`src/rtl/core/mcpe_pkg.sv`:
```
// ----------------------------------------------------------------------------
// mcpe_pkg
// shared types, constants and helpers of the mask contour point extractor
// ----------------------------------------------------------------------------
package mcpe_pkg;

    localparam int MAX_WIDTH  = 1024;
    localparam int MAX_HEIGHT = 1024;
    localparam int MIN_DIM    = 7;
    localparam int BORDER     = 3;

    // field widths
    localparam int COORD_W = 10;
    localparam int DIM_W   = 11;
    localparam int COUNT_W = 21;
    localparam int PIXEL_W = 32;

    // line store: one entry per column, {upper row flag, middle row flag}
    localparam int LINE_DEPTH   = MAX_WIDTH;
    localparam int LINE_ENTRY_W = 2;

    // result queue depth: one in flight in the window stage plus a spare
    localparam int QUEUE_DEPTH = 3;
    localparam int QUEUE_PTR_W = $clog2(QUEUE_DEPTH);
    localparam int QUEUE_CNT_W = $clog2(QUEUE_DEPTH + 1);

    localparam logic [COUNT_W-1:0] COUNT_MAX = {COUNT_W{1'b1}};

    // configuration port
    localparam int APB_ADDR_W = 3;
    localparam int APB_DATA_W = 32;

    typedef enum logic
    {
        REG_FRAME_WIDTH  = 1'b0,
        REG_FRAME_HEIGHT = 1'b1
    } reg_index_t;

    localparam logic [DIM_W-1:0] FRAME_WIDTH_RESET  = DIM_W'(640);
    localparam logic [DIM_W-1:0] FRAME_HEIGHT_RESET = DIM_W'(480);

    typedef struct packed
    {
        logic [COORD_W-1:0] point_x;
        logic [COORD_W-1:0] point_y;
        logic               is_point;
        logic               frame_end;
        logic [COUNT_W-1:0] point_count;
    } result_t;

    // limit a programmed dimension to the supported range
    function automatic logic [DIM_W-1:0] clamp_dim(input logic [DIM_W-1:0] v,
                                                   input logic [DIM_W-1:0] hi);
        logic [DIM_W-1:0] r;
        r = v;
        if (v < DIM_W'(MIN_DIM))
        begin
            r = DIM_W'(MIN_DIM);
        end
        else if (v > hi)
        begin
            r = hi;
        end
        return r;
    endfunction

endpackage

```
`src/rtl/core/mcpe_if.sv`:
```
// ----------------------------------------------------------------------------
// mcpe_pixel_if / mcpe_result_if
// valid/ready channels of the mask contour point extractor
// ----------------------------------------------------------------------------
interface mcpe_pixel_if;
    logic                                  valid;
    logic                                  ready;
    logic signed [mcpe_pkg::PIXEL_W-1:0]   pixel_value;

    modport source (output valid, output pixel_value, input ready);
    modport sink   (input valid, input pixel_value, output ready);
endinterface

interface mcpe_result_if;
    logic                            valid;
    logic                            ready;
    logic [mcpe_pkg::COORD_W-1:0]    point_x;
    logic [mcpe_pkg::COORD_W-1:0]    point_y;
    logic                            is_point;
    logic                            frame_end;
    logic [mcpe_pkg::COUNT_W-1:0]    point_count;

    modport source (output valid, output point_x, output point_y, output is_point,
                    output frame_end, output point_count, input ready);
    modport sink   (input valid, input point_x, input point_y, input is_point,
                    input frame_end, input point_count, output ready);
endinterface

```
`src/rtl/core/mcpe_ram.sv`:
```
// ----------------------------------------------------------------------------
// mcpe_ram
// generic single-write, single-read ram with registered read data
// ----------------------------------------------------------------------------
module mcpe_ram #(
    parameter int WIDTH = 8,
    parameter int DEPTH = 256
) (
    input  logic                     clk,
    input  logic                     we,
    input  logic [$clog2(DEPTH)-1:0] waddr,
    input  logic [WIDTH-1:0]         wdata,
    input  logic                     re,
    input  logic [$clog2(DEPTH)-1:0] raddr,
    output logic [WIDTH-1:0]         rdata
);

    logic [WIDTH-1:0] mem [DEPTH];

    always_ff @(posedge clk)
    begin
        if (we)
        begin
            mem[waddr] <= wdata;
        end
        if (re)
        begin
            rdata <= mem[raddr];
        end
    end

endmodule

```
`src/rtl/core/mcpe_result_queue.sv`:
```
// ----------------------------------------------------------------------------
// mcpe_result_queue
// small result fifo that decouples the window stage from the output channel
// ----------------------------------------------------------------------------
module mcpe_result_queue (
    input  logic                              clk,
    input  logic                              rst_n,
    input  logic                              push,
    input  mcpe_pkg::result_t                 push_data,
    output logic [mcpe_pkg::QUEUE_CNT_W-1:0]  count,
    mcpe_result_if.source                     result
);

    mcpe_pkg::result_t                       slot_reg [mcpe_pkg::QUEUE_DEPTH];
    logic [mcpe_pkg::QUEUE_PTR_W-1:0]        wr_ptr_reg, wr_ptr_next;
    logic [mcpe_pkg::QUEUE_PTR_W-1:0]        rd_ptr_reg, rd_ptr_next;
    logic [mcpe_pkg::QUEUE_CNT_W-1:0]        count_reg, count_next;
    logic                                    pop;
    mcpe_pkg::result_t                       head;

    assign pop  = result.valid && result.ready;
    assign head = slot_reg[rd_ptr_reg];

    always_comb
    begin
        wr_ptr_next = wr_ptr_reg;
        rd_ptr_next = rd_ptr_reg;
        count_next  = count_reg;
        if (push)
        begin
            wr_ptr_next = (wr_ptr_reg == mcpe_pkg::QUEUE_PTR_W'(mcpe_pkg::QUEUE_DEPTH - 1))
                        ? '0 : wr_ptr_reg + 1'b1;
        end
        if (pop)
        begin
            rd_ptr_next = (rd_ptr_reg == mcpe_pkg::QUEUE_PTR_W'(mcpe_pkg::QUEUE_DEPTH - 1))
                        ? '0 : rd_ptr_reg + 1'b1;
        end
        if (push && !pop)
        begin
            count_next = count_reg + 1'b1;
        end
        else if (pop && !push)
        begin
            count_next = count_reg - 1'b1;
        end
    end

    always_ff @(posedge clk or negedge rst_n)
    begin
        if (!rst_n)
        begin
            wr_ptr_reg <= '0;
            rd_ptr_reg <= '0;
            count_reg  <= '0;
        end
        else
        begin
            wr_ptr_reg <= wr_ptr_next;
            rd_ptr_reg <= rd_ptr_next;
            count_reg  <= count_next;
        end
    end

    always_ff @(posedge clk)
    begin
        if (push)
        begin
            slot_reg[wr_ptr_reg] <= push_data;
        end
    end

    assign count              = count_reg;
    assign result.valid       = (count_reg != '0);
    assign result.point_x     = head.point_x;
    assign result.point_y     = head.point_y;
    assign result.is_point    = head.is_point;
    assign result.frame_end   = head.frame_end;
    assign result.point_count = head.point_count;

endmodule

```
`src/rtl/core/mask_contour_point_extractor_unit.sv`:
```
// ----------------------------------------------------------------------------
// mask_contour_point_extractor_unit
// finds zero pixels of a raster mask, clear of the border, that touch a nonzero 8-neighbour
// ----------------------------------------------------------------------------
//
//  channel  | dir | handshake      | item
//  ---------+-----+----------------+----------------------------------------
//  pixel    | in  | valid/ready    | pixel_value, one pixel in raster order
//  result   | out | valid/ready    | point_x, point_y, is_point, frame_end,
//           |     |                | point_count
//  apb      | in  | psel/penable   | frame_width (0x0), frame_height (0x4)
//
//  one pixel per clock sustained; a pixel reads its column of the line
//  store ram on acceptance and its window update and write-back happen in
//  the next cycle, so the ram port pair sets the one-cycle pace
//  a result is registered in the window stage and then held in the result queue before it leaves
//  reset clears counters, window and queue; the line store has no reset
//  input stalls only when the result queue could not absorb the item in flight
//
module mask_contour_point_extractor_unit (
    input  logic                                  clk,
    input  logic                                  rst_n,

    mcpe_pixel_if.sink                            pixel,
    mcpe_result_if.source                         result,

    input  logic                                  psel,
    input  logic                                  penable,
    input  logic                                  pwrite,
    input  logic [mcpe_pkg::APB_ADDR_W-1:0]       paddr,
    input  logic [mcpe_pkg::APB_DATA_W-1:0]       pwdata,
    output logic [mcpe_pkg::APB_DATA_W-1:0]       prdata,
    output logic                                  pready
);

    localparam int CW = mcpe_pkg::COORD_W;
    localparam int DW = mcpe_pkg::DIM_W;

    // configuration registers
    logic [DW-1:0]  frame_width_reg, frame_height_reg;
    logic           cfg_write;
    logic [DW-1:0]  width_eff, height_eff;

    // pixel position of the next item
    logic [CW-1:0]  col_reg, col_next;
    logic [CW-1:0]  row_reg, row_next;
    logic           accept;
    logic           last_col;
    logic           last_row;

    // window stage
    logic           s1_valid_reg;
    logic           s1_cur_reg;
    logic [CW-1:0]  s1_col_reg;
    logic [CW-1:0]  s1_row_reg;
    logic [8:0]     window_reg, window_next;
    logic [mcpe_pkg::COUNT_W-1:0] points_found_reg, points_found_next;

    logic [mcpe_pkg::LINE_ENTRY_W-1:0] line_rdata;
    logic [mcpe_pkg::LINE_ENTRY_W-1:0] line_wdata;
    logic           up_flag, mid_flag;

    logic           in_border;
    logic           hit;
    logic           s1_last_col, s1_last_row, s1_frame_last;
    logic [mcpe_pkg::COUNT_W-1:0] count_inc;
    logic           push;
    mcpe_pkg::result_t push_data;
    logic [mcpe_pkg::QUEUE_CNT_W-1:0] queue_count;
    logic [mcpe_pkg::QUEUE_CNT_W:0]   occupancy;

    // ------------------------------------------------------------------
    // configuration port, zero wait states
    // ------------------------------------------------------------------
    assign pready    = 1'b1;
    assign cfg_write = psel && penable && pwrite && pready;

    always_ff @(posedge clk or negedge rst_n)
    begin
        if (!rst_n)
        begin
            frame_width_reg  <= mcpe_pkg::FRAME_WIDTH_RESET;
            frame_height_reg <= mcpe_pkg::FRAME_HEIGHT_RESET;
        end
        else if (cfg_write)
        begin
            case (mcpe_pkg::reg_index_t'(paddr[2]))
                mcpe_pkg::REG_FRAME_WIDTH:  frame_width_reg  <= pwdata[DW-1:0];
                mcpe_pkg::REG_FRAME_HEIGHT: frame_height_reg <= pwdata[DW-1:0];
                default: ;
            endcase
        end
    end

    always_comb
    begin
        case (mcpe_pkg::reg_index_t'(paddr[2]))
            mcpe_pkg::REG_FRAME_WIDTH:
                prdata = {{(mcpe_pkg::APB_DATA_W - DW){1'b0}}, frame_width_reg};
            mcpe_pkg::REG_FRAME_HEIGHT:
                prdata = {{(mcpe_pkg::APB_DATA_W - DW){1'b0}}, frame_height_reg};
            default:
                prdata = '0;
        endcase
    end

    // dimensions in use, limited to the supported range
    assign width_eff  = mcpe_pkg::clamp_dim(frame_width_reg,  DW'(mcpe_pkg::MAX_WIDTH));
    assign height_eff = mcpe_pkg::clamp_dim(frame_height_reg, DW'(mcpe_pkg::MAX_HEIGHT));

    // ------------------------------------------------------------------
    // accept stage: raster counters and line store read
    // ------------------------------------------------------------------
    // an item is let in only when the queue can hold every result in flight
    assign occupancy   = {1'b0, queue_count} + {{mcpe_pkg::QUEUE_CNT_W{1'b0}}, s1_valid_reg};
    assign pixel.ready = (occupancy < (mcpe_pkg::QUEUE_CNT_W + 1)'(mcpe_pkg::QUEUE_DEPTH));
    assign accept      = pixel.valid && pixel.ready;

    assign last_col = ({1'b0, col_reg} + 1'b1) >= width_eff;
    assign last_row = ({1'b0, row_reg} + 1'b1) >= height_eff;

    always_comb
    begin
        col_next = col_reg;
        row_next = row_reg;
        if (accept)
        begin
            if (last_col)
            begin
                col_next = '0;
                row_next = last_row ? '0 : row_reg + 1'b1;
            end
            else
            begin
                col_next = col_reg + 1'b1;
            end
        end
    end

    always_ff @(posedge clk or negedge rst_n)
    begin
        if (!rst_n)
        begin
            col_reg      <= '0;
            row_reg      <= '0;
            s1_valid_reg <= 1'b0;
        end
        else
        begin
            col_reg      <= col_next;
            row_reg      <= row_next;
            s1_valid_reg <= accept;
        end
    end

    always_ff @(posedge clk)
    begin
        if (accept)
        begin
            s1_cur_reg <= (pixel.pixel_value != '0);
            s1_col_reg <= col_reg;
            s1_row_reg <= row_reg;
        end
    end

    // line store: entry per column holds the two previous rows' flags.
    // consecutive items always hit different columns, so the write-back
    // of one item never collides with the read of the next
    mcpe_ram #(
        .WIDTH (mcpe_pkg::LINE_ENTRY_W),
        .DEPTH (mcpe_pkg::LINE_DEPTH)
    ) u_line_store (
        .clk   (clk),
        .we    (s1_valid_reg),
        .waddr (s1_col_reg),
        .wdata (line_wdata),
        .re    (accept),
        .raddr (col_reg),
        .rdata (line_rdata)
    );

    // ------------------------------------------------------------------
    // window stage: shift window, write back, detect points
    // ------------------------------------------------------------------
    assign up_flag    = line_rdata[1];
    assign mid_flag   = line_rdata[0];
    // rows move up by one: middle becomes upper, current becomes middle
    assign line_wdata = {mid_flag, s1_cur_reg};

    // top row in bit 0 of each column, newest column in the low bits
    assign window_next = {window_reg[5:0], s1_cur_reg, mid_flag, up_flag};

    // center trails the item by one column and one row
    assign in_border = (s1_col_reg >= CW'(mcpe_pkg::BORDER + 1))
                    && (({1'b0, s1_col_reg} + DW'(mcpe_pkg::BORDER)) <= width_eff)
                    && (s1_row_reg >= CW'(mcpe_pkg::BORDER + 1))
                    && (({1'b0, s1_row_reg} + DW'(mcpe_pkg::BORDER)) <= height_eff);

    // zero center with any nonzero neighbour
    assign hit = in_border && !window_next[4] && ((window_next & 9'h1EF) != '0);

    assign count_inc = (hit && (points_found_reg != mcpe_pkg::COUNT_MAX))
                     ? points_found_reg + 1'b1 : points_found_reg;

    assign s1_last_col   = ({1'b0, s1_col_reg} + 1'b1) >= width_eff;
    assign s1_last_row   = ({1'b0, s1_row_reg} + 1'b1) >= height_eff;
    assign s1_frame_last = s1_last_col && s1_last_row;

    assign points_found_next = s1_frame_last ? '0 : count_inc;

    always_ff @(posedge clk or negedge rst_n)
    begin
        if (!rst_n)
        begin
            window_reg       <= '0;
            points_found_reg <= '0;
        end
        else if (s1_valid_reg)
        begin
            window_reg       <= window_next;
            points_found_reg <= points_found_next;
        end
    end

    // frame end never coincides with a point: the last pixel lies outside
    always_comb
    begin
        push_data.point_count = count_inc;
        if (s1_frame_last)
        begin
            push_data.point_x   = '0;
            push_data.point_y   = '0;
            push_data.is_point  = 1'b0;
            push_data.frame_end = 1'b1;
        end
        else
        begin
            push_data.point_x   = s1_col_reg - 1'b1;
            push_data.point_y   = s1_row_reg - 1'b1;
            push_data.is_point  = 1'b1;
            push_data.frame_end = 1'b0;
        end
    end

    assign push = s1_valid_reg && (hit || s1_frame_last);

    mcpe_result_queue u_result_queue (
        .clk       (clk),
        .rst_n     (rst_n),
        .push      (push),
        .push_data (push_data),
        .count     (queue_count),
        .result    (result)
    );

endmodule

```
`src/flat_wrapper.sv`:
```
// flat-port wrapper written by rule: the top's interface ports become plain ports
module mask_contour_point_extractor_unit_flat 
  (clk, rst_n, psel, penable, pwrite, paddr, pwdata, prdata, pready, pixel_valid, pixel_pixel_value, pixel_ready, result_valid, result_point_x, result_point_y, result_is_point, result_frame_end, result_point_count, result_ready);
  mcpe_pixel_if pixel_i ();
  mcpe_result_if result_i ();
  input  logic clk;
  input  logic rst_n;
  input  logic psel;
  input  logic penable;
  input  logic pwrite;
  input  logic [mcpe_pkg::APB_ADDR_W-1:0] paddr;
  input  logic [mcpe_pkg::APB_DATA_W-1:0] pwdata;
  output logic [mcpe_pkg::APB_DATA_W-1:0] prdata;
  output logic pready;
  input wire logic [$bits(pixel_i.valid)-1:0] pixel_valid;
  input wire logic [$bits(pixel_i.pixel_value)-1:0] pixel_pixel_value;
  output wire logic [$bits(pixel_i.ready)-1:0] pixel_ready;
  output wire logic [$bits(result_i.valid)-1:0] result_valid;
  output wire logic [$bits(result_i.point_x)-1:0] result_point_x;
  output wire logic [$bits(result_i.point_y)-1:0] result_point_y;
  output wire logic [$bits(result_i.is_point)-1:0] result_is_point;
  output wire logic [$bits(result_i.frame_end)-1:0] result_frame_end;
  output wire logic [$bits(result_i.point_count)-1:0] result_point_count;
  input wire logic [$bits(result_i.ready)-1:0] result_ready;
  assign pixel_i.valid = pixel_valid;
  assign pixel_i.pixel_value = pixel_pixel_value;
  assign pixel_ready = pixel_i.ready;
  assign result_valid = result_i.valid;
  assign result_point_x = result_i.point_x;
  assign result_point_y = result_i.point_y;
  assign result_is_point = result_i.is_point;
  assign result_frame_end = result_i.frame_end;
  assign result_point_count = result_i.point_count;
  assign result_i.ready = result_ready;
  mask_contour_point_extractor_unit u_core (.clk(clk), .rst_n(rst_n), .pixel(pixel_i), .result(result_i), .psel(psel), .penable(penable), .pwrite(pwrite), .paddr(paddr), .pwdata(pwdata), .prdata(prdata), .pready(pready));
endmodule
```
`config.mk`:
```
export PLATFORM = sky130hd
export DESIGN_NAME = mask_contour_point_extractor_unit_flat
export DESIGN_NICKNAME = d
export VERILOG_FILES = /design/src/rtl/core/mcpe_pkg.sv /design/src/rtl/core/mcpe_if.sv /design/src/rtl/core/mcpe_ram.sv /design/src/rtl/core/mcpe_result_queue.sv /design/src/rtl/core/mask_contour_point_extractor_unit.sv /design/src/flat_wrapper.sv
export SDC_FILE = /design/constraint.sdc
export NUM_CORES = 2
export LEC_CHECK = 0
export BUFFER_PORTS_ARGS = -buffer_cell sky130_fd_sc_hd__buf_2
export CORE_UTILIZATION = 50
export CTS_CLUSTER_SIZE = 30
export DETAILED_ROUTE_END_ITERATION = 8
export MAX_ROUTING_LAYER = met4
export PLACE_DENSITY = 0.76
export SKIP_LAST_GASP = 1
export SLEW_MARGIN = 30
export SYNTH_ARGS = -nofsm -noshare
export SYNTH_HDL_FRONTEND = slang
export SYNTH_SLANG_ARGS = --single-unit
export TNS_END_PERCENT = 50
```
`constraint.sdc`:
```
create_clock -name clk -period 32.7 [get_ports clk]
set_clock_uncertainty 0.2 [all_clocks]
set_input_delay 8.175 -clock clk [delete_from_list [all_inputs] [get_ports clk]]
set_output_delay 8.175 -clock clk [all_outputs]
set_load 0.01 [all_outputs]
```
# == Word level (Yosys, flattened, before mapping) ==
# Memory sizes are Yosys's and may differ from the RTL's. A register that Yosys moved wholly into a read port is not among the register bits.
# Cells that the tools add are included.
# totals
ff_bits,97
mem_bits_rw,2177
inputBits,74
out_inout_bits,78
wordCells,91
mem_count,2
# classes
add_sub_neg,16
magnitude_cmp,13
n_eq_ne,3
mux,18
n_bitwise,1
reduce_logical,25
# mem_list
memory,words,width,read_ports,rd_ports_with_merged_regs,wr,line,text
u_core.u_line_store.mem,1024,2,1,1,1,mcpe_ram.sv:18,logic [WIDTH-1:0] mem [DEPTH];
u_core.u_result_queue.slot_reg,3,43,1,0,1,mcpe_result_queue.sv:14,mcpe_pkg::result_t slot_reg [mcpe_pkg::QUEUE_DEPTH];
# ops
operator,count
$pmux W32 S2,1
$add A10 B1 Y11 const B,4
$ge A11 B11 Y1,4
$mux W11,4
$mux W21,2
$reduce_bool A32 Y1,1
$add A10 B2 Y11 const B,2
$gt A11 B11 Y1 const B,2
$le A11 B11 Y1,2
$lt A11 B3 Y1 const B,2
$mux W22,1
$add A21 B1 Y21 const B,1
$ne A21 B21 Y1 const B,1
$add A10 B1 Y10 const B,2
$ge A10 B3 Y1 const B,2
$mux W10,2
$sub A10 B1 Y10 const B,2
$logic_and A1 B1 Y1,14
$reduce_bool A9 Y1,1
$mux W2,4
$add A2 B1 Y2 const B,3
$reduce_and A2 Y1,3
$eq A2 B2 Y1 const B,2
$mux W1,4
other kinds (7),10

# == Depth between registers and ports, before layout ==
# logic_depth
depth_word,15
mapped_depth,19
mapped_depth_nobuf,18

# == By module ==
# From an unflattened synthesis, not the netlist that was laid out.
# hier_totals
cells_unflattened,5892
area_unflattened_um2,96187.3
# by_module_without_submodules
module,instances,cells_per_inst,area_each_um2,seq_area_each_um2
mcpe_ram,1,4793,83777.8,61559.0
mask_contour_point_extractor_unit,1,801,7309.5,2389.8
mcpe_result_queue,1,298,5099.9,4023.9

# == Worst setup path before layout ==
# OpenSTA, ideal clock, no wires.
# synth_timing
kind,reg2reg
from,register u_core.u_line_store.rdata[0] (read register of u_core.u_line_store.mem)
to,"memory u_core.u_result_queue.slot_reg[1][0] in the netlist's numbering, enable pin"
setup_time_ns,0.508
arrival_ns,17.155
required_time_ns,31.992
path_slack_ns,14.837
stages_incl_launch_ff,7
n_path_buf,0
synth_period_minus_slack_ns,17.863
path_cell_list,edfxtp_1 nor4_1 a21oi_1 nand2_1 a2111oi_2 o21ai_0 nor3b_1
# synth_between
elab_chain_len,6
# synth_lines
item,line,text
from (decl),mcpe_ram.sv:15,output logic [WIDTH-1:0] rdata
$reduce_bool A9 Y1,mask_contour_point_extractor_unit.sv:200,assign hit = in_border && !window_next[4] && ((window_next & 9'h1EF) != '0);
$logic_and A1 B1 Y1,mask_contour_point_extractor_unit.sv:200,
$logic_or A1 B1 Y1,mask_contour_point_extractor_unit.sv:245,assign push = s1_valid_reg && (hit || s1_frame_last);
$logic_and A1 B1 Y1,mask_contour_point_extractor_unit.sv:245,
$mux W1,mcpe_result_queue.sv:67,if (push)
$mux W1 (implied by the code),mcpe_result_queue.sv:69,slot_reg[wr_ptr_reg] <= push_data;
to (decl),mcpe_result_queue.sv:14,
# Every way passes these cells.

# == Final worst setup path ==
# layout_timing
from,input paddr[2] in the netlist's numbering
to,output prdata[5] in the netlist's numbering
# layout_between
elab_chain_len,2
# layout_lines
item,line,text
from (decl),flat_wrapper.sv:11,input logic [mcpe_pkg::APB_ADDR_W-1:0] paddr;
$not A1 Y1,--,
$pmux W32 S2 (*),mask_contour_point_extractor_unit.sv:97,case (mcpe_pkg::reg_index_t'(paddr[2]))
to (decl),flat_wrapper.sv:13,output logic [mcpe_pkg::APB_DATA_W-1:0] prdata;
# Every way passes the cells marked *; elsewhere a longest branch is shown, timed or not. The select of a mux whose other input is x is not followed.

==> results_dict.tcl <==
set metrics [dict create \
    synth_top_area_share_pct 69.3 \
    grt_pass1_wl_um 357000 \
    dieArea_um2 192000 \
    worst_slack_ns 15.37 \
    syn_area_um2 95300 \
    vias 54400 \
    worstMarginPinSlew_ns 1.12 \
    clk_pin_slew_worst_paths_ns 0.06 \
    tns_ns 0 \
    synth_cell_types 82 \
    clockBufferDepth 3 \
    drv_slew 0 \
    min_path_type "reg2reg" \
    ios 152 \
    power_leakage_nw 32.1 \
    final_core_utilization_pct 55.6 \
    peakVddDrop_v 0.0000593 \
    dp_slack_ns 15.36 \
    hold_violations 0 \
    cp-start-kind "input port" \
    fin_crit_sh_pct 53.0 \
    drive_above_1_share_pct 19.6 \
    p_per_area_nw_per_um2 79.4 \
    p_total_mw 8.32 \
    final_area_um2 105000 \
    critical_path_class "in2out" \
    rows 159 \
    yosys_warnings 0 \
    pwr-share-comb_pct 28.4 \
    cts_tree "yes" \
    largest_reg_flops 2048 \
    synth_top_cells_by_area "edfxtp_1 69%, mux4_2 11%, nor2_1 4.4%" \
    die_y_um 439 \
    ys.flop_type "edfxtp_1" \
    drtIter0Drc 8227 \
    avgSynthCellArea_um2 16.6 \
    drc 0 \
    fmax_ghz 0.0577 \
    clockPowerShare_pct 28.6 \
    async_flop_share_pct 3.34 \
    cts_sinks 2276 \
    synth.cells.most_frequent "2200 x edfxtp_1, 1109 x nor2_1, 482 x mux4_2, 259 x nand2_1, 251 x clkbuf_1" \
    htree_levels 4 \
    clk_latency_ns 0.88 \
    period_minus_slack_ns 17.33 \
    p_seq_share_pct 43.0 \
    synth-seq-cells 2276 \
    grt_overflow 0 \
    grt_use_total_pct 26.4 \
    first_global_vias 53900 \
    cts_resized 0 \
    swShare_pct 32.1 \
    place.gp.congestion 0.878 \
    fp.coreArea_um2 189000 \
    crit_required_ns 24.32 \
    finalSetupViolCount 0 \
    cts-root-buf "clkbuf_16" \
    p_int_mw 5.66 \
    yosys.area.top_type "edfxtp_1" \
    crit_fanout 14 \
    grt_max_degree 256 \
    fin_hold_ws_ns 0.308 \
    syn_inst 5745 \
    wire_per_inst_um 29.5 \
    outcome "completed" \
    stdcell_count 8414 \
    cts_made_buffers 213 \
    dp.cells 8017 \
    yosysMostFrequentCell "edfxtp_1" \
    antenna_found_initial 7 \
    cp.arrival_ns 8.96 \
    die_x_um 439 \
    drtPass1Iterations 5 \
    slew_headroom_pct 25.3 \
    post-cts-setup-buffer-count 0 \
    switchingPower_mw 2.67 \
    cp-end-kind "output port" \
    ctsHoldBuffers 0 \
    rsz0062_at_grt "no" \
    port_buffers 106 \
    syn_to_final_growth_pct 10.0 \
    start_util_pct 50.5 \
    dpl-instance-area_um2 98000 \
    routed_wl_um 248000 \
    vias_per_cell 6.47 \
    fin_nets 5893 \
    synth_enable_flop_cells 2200 \
    ys_seq_area_share_pct 71.3 \
    ant_nets 0 \
    maxCapViolCount 0 \
    hpwl_um 136000 \
]
[kinds of logic after synthesis]
group	count (synthesis)	synth area share, %
AOI/OAI and AO/OA	533	3.90
xor gates and xnor gates	80	0.735
adders and majority gates	77	1.01
buffers and inverters	494	2.58
DFF	2276	71.3
muxes	692	13.7
other	2	0.00788
and+or+nand+nor	1591	6.79
[critical path, cell delays in order]
cell    delay, ns
buf_2        0.25
mux2_2       0.38
buf_2        0.14
[power by group through the flow]
stage / sequential [mW] / clock [mW] / combinational, mW
after floorplan: 3.87 / 0 / 1.55
after CTS: 3.59 / 2.39 / 2.32
final: 3.58 / 2.38 / 2.36
after global routing: 3.58 / 2.50 / 2.47
after global placement: 3.64 / 0 / 2.26
after detailed placement: 3.65 / 0 / 2.30
[path summary, 6_finish.rpt]
check / startpoint / cells past startpoint / slack (ns) / to
worst min register to register: u_core.u_result_queue.count[1] / 1 / 0.31 / u_core.u_result_queue.count[1]
worst min-delay path: u_core.u_result_queue.count[1] / 1 / 0.31 / u_core.u_result_queue.count[1]
max in group asynchronous: rst_n / 2 / 24.17 / u_core.col_reg[3]
worst max-delay path: paddr[2] / 3 / 15.37 / prdata[5]
worst max register to register: u_core.col_reg[1] / 12 / 26.05 / u_core.u_line_store.rdata[1]
min in group asynchronous: rst_n / 1 / 7.09 / u_core.s1_valid_reg
[layout by cell type, fill, tap and decap left out, drive strengths merged, types with 14 or more instances in the layout]
| master | instances |
|---|---|
| edfxtp | 2200 |
| nor2 | 1110 |
| mux4 | 482 |
| clkbuf | 261 |
| nand2 | 260 |
| buf | 230 |
| mux2i | 165 |
| o21ai | 133 |
| clkinv | 104 |
| ha | 77 |
| a21oi | 71 |
| dfrtp | 70 |
| a22oi | 57 |
| xnor2 | 55 |
| a221oi | 53 |
| nand3 | 47 |
| mux2 | 45 |
| a22o | 36 |
| o22ai | 30 |
| nor3 | 30 |
| inv | 29 |
| xor2 | 25 |
| nor4 | 25 |
| conb | 22 |
| nand4 | 22 |
| and3 | 20 |
| a211oi | 20 |
| a21o | 18 |
| nor2b | 17 |
| nand2b | 15 |
| o221ai | 15 |
| and2 | 15 |
| a2111oi | 14 |
[layout make-up]
cell class	count	area, µm²
flip-flops and latches	2276	68000
well taps	2495	3120
multi-input cells	2995	25200
inverters	26	100
fillers	14000	83700
clock buffers	261	5550
diodes	8	20.0
repair buffers	230	1710
clock inverters	123	1170
[routing by layer]
metal	vias up	routed length [µm]	track usage [%]
met5	-	0	-
met4	0	10300	10.3
met3	637	32300	6.56
met2	3871	118000	40.7
met1	27700	87700	33.7
li1	22200	-	-
Note: power is estimated with default switching activity, not from simulation.
